**src/rtl/radix_conversion_stream_defines.svh**
```systemverilog
// Assertion macros for the radix conversion stream block.
// Included by the top level only; depends on nothing else.
`ifndef RADIX_CONVERSION_STREAM_DEFINES_SVH
`define RADIX_CONVERSION_STREAM_DEFINES_SVH

// Same-cycle implication, checked outside reset
`define RCS_ASSERT_NOW(lbl, clk, rst, ante, cons) \
  lbl: assert property (@(posedge clk) disable iff (rst) (ante) |-> (cons)) \
    else $error("radix conversion check failed");

// Next-cycle implication, checked outside reset
`define RCS_ASSERT_NEXT(lbl, clk, rst, ante, cons) \
  lbl: assert property (@(posedge clk) disable iff (rst) (ante) |=> (cons)) \
    else $error("radix conversion check failed");

`endif

```
**src/rtl/rcs_pkg.sv**
```systemverilog
// Shared types, constants and digit helpers for the radix conversion stream.
// Used by the channel interfaces and the top level; depends on nothing.
package rcs_pkg;

  localparam int VALUE_BITS = 32;
  localparam int MAX_DIGITS = 32;
  localparam int BASE_W     = 6;
  localparam int CHAR_W     = 8;
  localparam int DIGIT_W    = 7;  // digit value plus the no-digit code
  localparam int CNT_W      = $clog2(MAX_DIGITS + 1);
  localparam int IDX_W      = $clog2(MAX_DIGITS);
  localparam int BIT_CNT_W  = $clog2(VALUE_BITS);
  localparam int REG_IDX_W  = 1;

  localparam logic [BASE_W-1:0]  BASE_MIN      = 6'd2;
  localparam logic [BASE_W-1:0]  BASE_MAX      = 6'd36;
  localparam logic [BASE_W-1:0]  SRC_BASE_RST  = 6'd10;
  localparam logic [BASE_W-1:0]  TGT_BASE_RST  = 6'd2;
  localparam logic [BASE_W-1:0]  DEC_RADIX     = 6'd10;
  localparam logic [CHAR_W-1:0]  CHAR_ZERO     = 8'h30;
  localparam logic [CHAR_W-1:0]  CHAR_NINE     = 8'h39;
  localparam logic [CHAR_W-1:0]  CHAR_LOW_A    = 8'h61;
  localparam logic [CHAR_W-1:0]  CHAR_LOW_Z    = 8'h7a;
  localparam logic [DIGIT_W-1:0] NO_DIGIT      = 7'd64;

  // Register indexes on the configuration port
  localparam logic [REG_IDX_W-1:0] REG_SOURCE_BASE = 1'd0;
  localparam logic [REG_IDX_W-1:0] REG_TARGET_BASE = 1'd1;

  typedef enum logic [2:0] {
    ST_IDLE,
    ST_CHECK,
    ST_DIVIDE,
    ST_READ,
    ST_LOAD,
    ST_SHOW
  } rcs_state_t;

  // Pin a base register into the legal radix range
  function automatic logic [BASE_W-1:0] clamp_base(input logic [BASE_W-1:0] b);
    logic [BASE_W-1:0] r;
    r = b;
    if (b < BASE_MIN) r = BASE_MIN;
    else if (b > BASE_MAX) r = BASE_MAX;
    return r;
  endfunction

  // Map an ASCII code to its digit value, NO_DIGIT when it is none
  function automatic logic [DIGIT_W-1:0] decode_char(input logic [CHAR_W-1:0] c);
    logic [DIGIT_W-1:0] d;
    d = NO_DIGIT;
    if (c >= CHAR_ZERO && c <= CHAR_NINE)
      d = DIGIT_W'(c - CHAR_ZERO);
    else if (c >= CHAR_LOW_A && c <= CHAR_LOW_Z)
      d = DIGIT_W'(c - CHAR_LOW_A) + DIGIT_W'(DEC_RADIX);
    return d;
  endfunction

  // Map a digit value below 36 to its lowercase ASCII code
  function automatic logic [CHAR_W-1:0] encode_digit(input logic [BASE_W-1:0] d);
    logic [CHAR_W-1:0] c;
    if (d < DEC_RADIX) c = CHAR_ZERO + CHAR_W'(d);
    else               c = CHAR_LOW_A + CHAR_W'(d - DEC_RADIX);
    return c;
  endfunction

endpackage

```
**src/rtl/rcs_in_if.sv**
```systemverilog
// Input channel: one ASCII character per beat with its end-of-number mark.
// Depends on rcs_pkg.
interface rcs_in_if;
  import rcs_pkg::*;

  logic              valid;
  logic              ready;
  logic [CHAR_W-1:0] char_code;
  logic              final_char;

  modport source (output valid, char_code, final_char, input ready);
  modport sink   (input valid, char_code, final_char, output ready);
endinterface

```
**src/rtl/rcs_out_if.sv**
```systemverilog
// Output channel: one converted digit per beat with its status flags.
// Depends on rcs_pkg.
interface rcs_out_if;
  import rcs_pkg::*;

  logic              valid;
  logic              ready;
  logic [CHAR_W-1:0] digit_char;
  logic              last_digit;
  logic              empty_value;
  logic              overflowed;
  logic              bad_digit;

  modport source (output valid, digit_char, last_digit, empty_value, overflowed,
                  bad_digit, input ready);
  modport sink   (input valid, digit_char, last_digit, empty_value, overflowed,
                  bad_digit, output ready);
endinterface

```
**src/rtl/rcs_cfg_if.sv**
```systemverilog
// Configuration write channel: register index and write data per beat.
// Depends on rcs_pkg.
interface rcs_cfg_if;
  import rcs_pkg::*;

  logic                 valid;
  logic                 ready;
  logic [REG_IDX_W-1:0] reg_index;
  logic [BASE_W-1:0]    wr_data;

  modport source (output valid, reg_index, wr_data, input ready);
  modport sink   (input valid, reg_index, wr_data, output ready);
endinterface

```
**src/rtl/radix_conversion_stream.sv**
```systemverilog
// Top level of the radix conversion stream: accumulator, bit-serial divider,
// digit memory and output register. Depends on rcs_pkg, the channel
// interfaces and radix_conversion_stream_defines.svh.
//
// Characters of a number arrive one per beat on din and fold into a 32-bit
// accumulator (value * source_base + digit) in the cycle they are accepted.
// The beat marked final_char starts the conversion: the value is divided by
// target_base with a restoring divider that retires one quotient bit per
// cycle, so each output digit takes one check and then one divide step per
// value bit, and the digits land least significant first in a 32-entry
// digit memory. They are then read back most significant first, each digit
// passing through a memory read, an output load and a beat on dout, which
// waits while dout holds ready low. A zero value gives a single beat flagged
// empty_value. The block takes no new character until the last digit beat
// has gone out. Configuration writes are taken in any cycle and should be
// made while idle.
module radix_conversion_stream (
  input logic       clk,
  input logic       rst,
  rcs_cfg_if.sink   cfg,
  rcs_in_if.sink    din,
  rcs_out_if.source dout
);
  import rcs_pkg::*;

  rcs_state_t state, state_next;

  logic [BASE_W-1:0]     src_base, tgt_base;
  logic [VALUE_BITS-1:0] acc;
  logic                  ovf_seen, bad_seen;

  logic [VALUE_BITS-1:0] quo;
  logic [BASE_W-1:0]     rem;
  logic [BIT_CNT_W-1:0]  bit_cnt;
  logic [CNT_W-1:0]      digit_count;
  logic [IDX_W-1:0]      idx;
  logic                  num_ovf, num_bad, trunc;

  logic [CHAR_W-1:0]     mem [MAX_DIGITS];
  logic [CHAR_W-1:0]     rd_data;

  logic [CHAR_W-1:0]     o_char;
  logic                  o_last, o_empty;

  // Accumulate datapath
  logic [BASE_W-1:0]       sb;
  logic [DIGIT_W-1:0]      dval;
  logic                    digit_ok;
  logic [VALUE_BITS+5:0]   prod;
  logic [VALUE_BITS+6:0]   mac;
  logic [VALUE_BITS-1:0]   acc_new;
  logic                    ovf_new, bad_new;
  logic                    in_acc, fin_acc;

  // Divide datapath
  logic [BASE_W-1:0]     tb;
  logic [BASE_W:0]       r_sh;
  logic                  q_bit;
  logic [BASE_W-1:0]     rem_step;
  logic [VALUE_BITS-1:0] quo_step;
  logic                  div_last, quo_zero, cnt_full, cnt_zero;

  assign sb       = clamp_base(src_base);
  assign dval     = decode_char(din.char_code);
  assign digit_ok = dval < DIGIT_W'(sb);
  assign prod     = (VALUE_BITS+BASE_W)'(acc) * (VALUE_BITS+BASE_W)'(sb);
  assign mac      = (VALUE_BITS+7)'(prod) + (VALUE_BITS+7)'(dval);
  assign acc_new  = digit_ok ? mac[VALUE_BITS-1:0] : acc;
  assign ovf_new  = ovf_seen | (digit_ok & (|mac[VALUE_BITS+6:VALUE_BITS]));
  assign bad_new  = bad_seen | ~digit_ok;

  assign din.ready = (state == ST_IDLE);
  assign in_acc    = din.valid && din.ready;
  assign fin_acc   = in_acc && din.final_char;

  assign tb       = clamp_base(tgt_base);
  assign r_sh     = {rem, quo[VALUE_BITS-1]};
  assign q_bit    = r_sh >= (BASE_W+1)'(tb);
  assign rem_step = q_bit ? BASE_W'(r_sh - (BASE_W+1)'(tb)) : r_sh[BASE_W-1:0];
  assign quo_step = {quo[VALUE_BITS-2:0], q_bit};
  assign div_last = bit_cnt == BIT_CNT_W'(VALUE_BITS - 1);
  assign quo_zero = quo == '0;
  assign cnt_full = digit_count == CNT_W'(MAX_DIGITS);
  assign cnt_zero = digit_count == '0;

  assign cfg.ready        = 1'b1;
  assign dout.valid       = (state == ST_SHOW);
  assign dout.digit_char  = o_char;
  assign dout.last_digit  = o_last;
  assign dout.empty_value = o_empty;
  assign dout.overflowed  = num_ovf | trunc;
  assign dout.bad_digit   = num_bad;

  // Hold the state register
  always_ff @(posedge clk) begin
    if (rst) state <= ST_IDLE;
    else     state <= state_next;
  end

  // Sequence: accumulate, divide digit by digit, then play digits back
  always_comb begin
    state_next = state;
    unique case (state)
      ST_IDLE:   if (fin_acc) state_next = ST_CHECK;
      ST_CHECK: begin
        if (quo_zero)      state_next = cnt_zero ? ST_SHOW : ST_READ;
        else if (cnt_full) state_next = ST_READ;
        else               state_next = ST_DIVIDE;
      end
      ST_DIVIDE: if (div_last) state_next = ST_CHECK;
      ST_READ:   state_next = ST_LOAD;
      ST_LOAD:   state_next = ST_SHOW;
      ST_SHOW: begin
        if (dout.ready) state_next = o_last ? ST_IDLE : ST_READ;
      end
      default:   state_next = ST_IDLE;
    endcase
  end

  // Take configuration writes
  always_ff @(posedge clk) begin
    if (rst) begin
      src_base <= SRC_BASE_RST;
      tgt_base <= TGT_BASE_RST;
    end else if (cfg.valid && cfg.ready) begin
      unique case (cfg.reg_index)
        REG_SOURCE_BASE: src_base <= cfg.wr_data;
        REG_TARGET_BASE: tgt_base <= cfg.wr_data;
        default: ;
      endcase
    end
  end

  // Fold characters into the accumulator; clear it when a number ends
  always_ff @(posedge clk) begin
    if (rst) begin
      acc      <= '0;
      ovf_seen <= 1'b0;
      bad_seen <= 1'b0;
    end else if (in_acc) begin
      if (din.final_char) begin
        acc      <= '0;
        ovf_seen <= 1'b0;
        bad_seen <= 1'b0;
      end else begin
        acc      <= acc_new;
        ovf_seen <= ovf_new;
        bad_seen <= bad_new;
      end
    end
  end

  // Conversion control: digit count, truncation mark, readback index
  always_ff @(posedge clk) begin
    if (rst) begin
      digit_count <= '0;
      trunc       <= 1'b0;
      idx         <= '0;
    end else begin
      unique case (state)
        ST_IDLE: begin
          if (fin_acc) begin
            digit_count <= '0;
            trunc       <= 1'b0;
          end
        end
        ST_CHECK: begin
          if (quo_zero) begin
            if (!cnt_zero) idx <= IDX_W'(digit_count - 1'b1);
          end else if (cnt_full) begin
            trunc <= 1'b1;
            idx   <= IDX_W'(MAX_DIGITS - 1);
          end
        end
        ST_DIVIDE: if (div_last) digit_count <= digit_count + 1'b1;
        ST_SHOW:   if (dout.ready && !o_last) idx <= idx - 1'b1;
        default: ;
      endcase
    end
  end

  // Divider registers and per-number flags
  always_ff @(posedge clk) begin
    if (fin_acc) begin
      quo     <= acc_new;
      num_ovf <= ovf_new;
      num_bad <= bad_new;
    end
    if (state == ST_CHECK) begin
      rem     <= '0;
      bit_cnt <= '0;
    end else if (state == ST_DIVIDE) begin
      rem     <= rem_step;
      quo     <= quo_step;
      bit_cnt <= bit_cnt + 1'b1;
    end
  end

  // Digit memory; written during divide, read every cycle, with the playback read never overlapping a write
  always_ff @(posedge clk) begin
    if (state == ST_DIVIDE && div_last)
      mem[digit_count[IDX_W-1:0]] <= encode_digit(rem_step);
    rd_data <= mem[idx];
  end

  // Load the output register
  always_ff @(posedge clk) begin
    if (state == ST_CHECK && quo_zero && cnt_zero) begin
      o_char  <= '0;
      o_last  <= 1'b1;
      o_empty <= 1'b1;
    end else if (state == ST_LOAD) begin
      o_char  <= rd_data;
      o_last  <= idx == '0;
      o_empty <= 1'b0;
    end
  end

`include "radix_conversion_stream_defines.svh"

  `RCS_ASSERT_NOW(a_count_bound, clk, rst, 1'b1, digit_count <= CNT_W'(MAX_DIGITS))
  `RCS_ASSERT_NOW(a_empty_is_last, clk, rst, dout.valid && dout.empty_value, dout.last_digit)
  `RCS_ASSERT_NEXT(a_final_blocks_input, clk, rst, fin_acc, !din.ready)
  `RCS_ASSERT_NEXT(a_last_frees_input, clk, rst, dout.valid && dout.ready && dout.last_digit, din.ready)

endmodule
```
**src/flat_wrapper.sv**
```systemverilog
// flat-port wrapper written by rule: the top's interface ports become plain ports
module radix_conversion_stream_flat import rcs_pkg::*;
  (clk, rst, cfg_valid, cfg_reg_index, cfg_wr_data, cfg_ready, din_valid, din_char_code, din_final_char, din_ready, dout_valid, dout_digit_char, dout_last_digit, dout_empty_value, dout_overflowed, dout_bad_digit, dout_ready);
  rcs_cfg_if cfg_i ();
  rcs_in_if din_i ();
  rcs_out_if dout_i ();
  input logic clk;
  input logic rst;
  input wire logic [$bits(cfg_i.valid)-1:0] cfg_valid;
  input wire logic [$bits(cfg_i.reg_index)-1:0] cfg_reg_index;
  input wire logic [$bits(cfg_i.wr_data)-1:0] cfg_wr_data;
  output wire logic [$bits(cfg_i.ready)-1:0] cfg_ready;
  input wire logic [$bits(din_i.valid)-1:0] din_valid;
  input wire logic [$bits(din_i.char_code)-1:0] din_char_code;
  input wire logic [$bits(din_i.final_char)-1:0] din_final_char;
  output wire logic [$bits(din_i.ready)-1:0] din_ready;
  output wire logic [$bits(dout_i.valid)-1:0] dout_valid;
  output wire logic [$bits(dout_i.digit_char)-1:0] dout_digit_char;
  output wire logic [$bits(dout_i.last_digit)-1:0] dout_last_digit;
  output wire logic [$bits(dout_i.empty_value)-1:0] dout_empty_value;
  output wire logic [$bits(dout_i.overflowed)-1:0] dout_overflowed;
  output wire logic [$bits(dout_i.bad_digit)-1:0] dout_bad_digit;
  input wire logic [$bits(dout_i.ready)-1:0] dout_ready;
  assign cfg_i.valid = cfg_valid;
  assign cfg_i.reg_index = cfg_reg_index;
  assign cfg_i.wr_data = cfg_wr_data;
  assign cfg_ready = cfg_i.ready;
  assign din_i.valid = din_valid;
  assign din_i.char_code = din_char_code;
  assign din_i.final_char = din_final_char;
  assign din_ready = din_i.ready;
  assign dout_valid = dout_i.valid;
  assign dout_digit_char = dout_i.digit_char;
  assign dout_last_digit = dout_i.last_digit;
  assign dout_empty_value = dout_i.empty_value;
  assign dout_overflowed = dout_i.overflowed;
  assign dout_bad_digit = dout_i.bad_digit;
  assign dout_i.ready = dout_ready;
  radix_conversion_stream u_core (.clk(clk), .rst(rst), .cfg(cfg_i), .din(din_i), .dout(dout_i));
endmodule
```
**config.mk**
```make
export PLATFORM = sky130hd
export DESIGN_NAME = radix_conversion_stream_flat
export DESIGN_NICKNAME = d
export VERILOG_FILES = /design/src/rtl/rcs_pkg.sv /design/src/rtl/rcs_in_if.sv /design/src/rtl/rcs_out_if.sv /design/src/rtl/rcs_cfg_if.sv /design/src/rtl/radix_conversion_stream.sv /design/src/flat_wrapper.sv
export VERILOG_INCLUDE_DIRS = /design/src /design/src/rtl
export SDC_FILE = /design/constraint.sdc
export NUM_CORES = 1
export LEC_CHECK = 0
export ABC_AREA = 1
export BUFFER_PORTS_ARGS = -buffer_cell sky130_fd_sc_hd__buf_2
export CORE_MARGIN = 4
export CORE_UTILIZATION = 45
export CTS_CLUSTER_DIAMETER = 100
export CTS_CLUSTER_SIZE = 16
export DETAILED_ROUTE_END_ITERATION = 8
export PLACE_DENSITY_LB_ADDON = 0.25
export RECOVER_POWER = 25
export SLEW_MARGIN = 20
export SYNTH_ARGS = -nofsm -noshare
export SYNTH_HDL_FRONTEND = slang
export SYNTH_SLANG_ARGS = --single-unit
```
**constraint.sdc**
```tcl
create_clock -name clk -period 6.4 [get_ports clk]
set_clock_uncertainty 0.1 [all_clocks]
set_input_delay 0.32 -clock clk [delete_from_list [all_inputs] [get_ports clk]]
set_output_delay 0.32 -clock clk [all_outputs]
set_load 0.005 [all_outputs]
```
==> flow_summary.yaml <==
finish:
  antenna_cells: 0
  layout-drive-gt1-share: 0.0439
  area_growth_pct: 6.95
  nets: 2927
  final_area_mm2: 0.0250
  layout_commonest_cell: "nor2_1"
  final_core_util: 0.487
  final_cell_mix: "489 x nor2_1, 444 x nand2_1, 263 x inv_1, 258 x edfxtp_1, 196 x o21ai_0"
timing:
  timing.setup.tns_ns: 0
  fmax_mhz: 167
  setup_slack_ns: 0.399
  min_period_over_period: 0.938
  worst_pin_slew_ns: 2.09
  finalCriticalPeriod_ns: 6.00
  max-slew-margin-rel: -0.403
  drv_slew: 137
  rsz0062_at_grt: "no"
  hold_violations: 0
  finalSetupViolCount: 0
global_route:
  grt.overflow.total: 0
  grt_use_total: 0.218
  first_global_vias: 17900
  grt_max_degree: 68
  grt_pass1_wl_um: 98800
  antenna_found_initial: 0
setup_path:
  worst_path_largest_cell_delay_ns: 0.52
  start_kind: "flop"
  cpMaxStageDelayCell: "fa_1"
  cp.arrival_ns: 6.21
  critPathBufInv: 3
  endpoint_kind: "flop"
  crit_path_frequent_cell: "nand2_1"
  path_class: "reg -> reg"
  crit_fanout: 16
  cp.required_ns: 6.61
  crit_family: "adder cells"
status:
  status: "finished with violations"
  violations: "capacitance limit, slew limit"
yosys:
  yosys.area_share.simple: 0.199
  synth_cell_types: 52
  yosys_warnings: 0
  syn_nets: 2938
  ys_ff_latch: 380
  syn_inst: 2675
  ys_seq_area_frac: 0.435
  synth_xor_area_frac: 0.0127
  syn_area_mm2: 0.0234
  synth-compound-area-share: 0.119
  synth_top_family_by_area: "simple AND/OR/NAND/NOR gates"
  synth_fa_ha_area_frac: 0.170
  syn_area_per_cell_um2: 8.75
  synthMuxAreaShare: 0
hold_path:
  hp-class: "in -> reg"
place:
  post_dp_cell_area_mm2: 0.0242
  pre_cts_ws_ns: 0.446
  place.gp.congestion: 0.926
  hpwlAfterDp_um: 44800
  io_buffers: 34
clocking:
  worstSkewPairLatency_ns: 0.56
  root_buffer: "clkbuf_16"
  ctsResizeCount: 0
  htree_num_levels: 1
  cts_tree: "yes"
  cts_hold_buf: 5
  clockBufferDepth: 3
  clk_pin_slew_ns: 0.08
  clkSinkCount: 380
  post-cts-setup-buffers: 0
  numCtsBuffers: 27
route:
  wl_per_cell_um: 18.6
  first_pass_iters: 6
  vias: 18700
  vias_per_cell: 5.57
  drt_iter0_drc: 1703
  wirelength_um: 62700
  antenna_left: 0
  drc: 0
floorplan:
  core_area_mm2: 0.0514
  initial_core_util: 0.455
  die_h_um: 236
  die_width_um: 236
  num_rows: 83
  io_pins: 36
  die_area_mm2: 0.0557
pwr:
  p_leak_nw: 10.6
  p_per_area_mw_per_mm2: 428
  peakVddDrop_mv: 1.70
  power.total_mw: 10.7
job:
  maxCapViolCount: 3
final cells by class:
cell class | count | area [um^2]
Tap cell | 680 | 851
Clock buffer | 48 | 754
Inverter | 272 | 1020
Fill cell | 4914 | 26400
Sequential cell | 380 | 10200
Multi-Input combinational cell | 1912 | 11700
Clock inverter | 2 | 38.8
Timing Repair Buffer | 71 | 438
registers in the layout, summed over array words and instances, names as in the netlist, 8 cells and up:
signal and cells:
u_core.rd_data 8, u_core.dout.digit_char 8, u_core.quo 32, u_core.mem 256, u_core.acc 32
kinds of logic after synthesis:
kind of cell / count (synthesis)
XOR/XNOR: 34
buffers and inverters: 383
flip-flops: 380
other: 1
adder cells (fa/ha/maj): 242
AO/OA/AOI/OAI: 490
AND/OR/NAND/NOR: 1145
worst register-to-register path: cells and delay by family, from the launching register on:
kind                     cells  cell delay, ns
AO/OA/AOI/OAI                1            0.20
adder cells (fa/ha/maj)      5            2.25
buffers and inverters        3            0.83
flip-flops                   1            0.39
AND/OR/NAND/NOR             19            2.00
path summary, 6_finish.rpt:
check	cells after the start	endpoint	slack, ns	from
worst max-delay path	28	u_core.num_ovf	0.40	u_core.src_base[2]
worst min-delay path	3	u_core.tgt_base[5]	0.01	cfg_wr_data[5]
worst max register to register	28	u_core.num_ovf	0.40	u_core.src_base[2]
worst min register to register	2	u_core.dout.digit_char[7]	0.35	u_core.rd_data[7]
power breakdown:
| part | internal, mW | total [mW] | switching, mW |
|---|---|---|---|
| logic | 1.03 | 4.39 | 3.36 |
| registers | 4.47 | 4.68 | 0.208 |
| clock network | 0.838 | 1.66 | 0.821 |
cells in the mapped netlist (all sizes together):
cell | number | share of area
nor2 | 494 | 0.080
nand2 | 450 | 0.073
inv | 268 | 0.043
edfxtp | 258 | 0.33
o21ai | 204 | 0.044
a21oi | 175 | 0.038
nand3 | 144 | 0.031
fa | 126 | 0.11
dfxtp | 122 | 0.10
ha | 116 | 0.062
clkbuf | 91 | 0.015
o221ai | 44 | 0.016
o22ai | 22 | 0.0059
buf | 20 | 0.0058
nor3 | 19 | 0.0041
xor2 | 19 | 0.0071
xnor2 | 15 | 0.0056
a31oi | 14 | 0.0037
nand4 | 10 | 0.0027
nor4 | 9 | 0.0024
a32oi | 7 | 0.0026
or2 | 7 | 0.0019
o211ai | 6 | 0.0019
o21bai | 6 | 0.0019
nand3b | 5 | 0.0016
and2 | 4 | 0.0012
clkinv | 4 | 0.00064
a211oi | 3 | 0.00096
a21o | 3 | 0.00096
o21a | 2 | 0.00064
a22oi | 1 | 0.00032
and3 | 1 | 0.00027
conb | 1 | 0.00016
nor2b | 1 | 0.00027
nor3b | 1 | 0.00032
o2111ai | 1 | 0.00037
o221a | 1 | 0.00048
o31ai | 1 | 0.00091
routing by layer:
layer	wire, um	track usage	up-vias
li1	-	-	8915
met1	28400	0.325	9051
met2	27800	0.335	682
met3	4920	0.0369	89
met4	1570	0.0525	0
met5	0	0	-
metrics by stage:
stage	instances	hold slack, ns
floorplan	2675	0.329
global placement	3310	0.339
detailed placement	3310	0.348
CTS	3365	0.00536
global route	3365	0.0357
finish	3365	0.0138
Power figures use the tool's default switching activity.
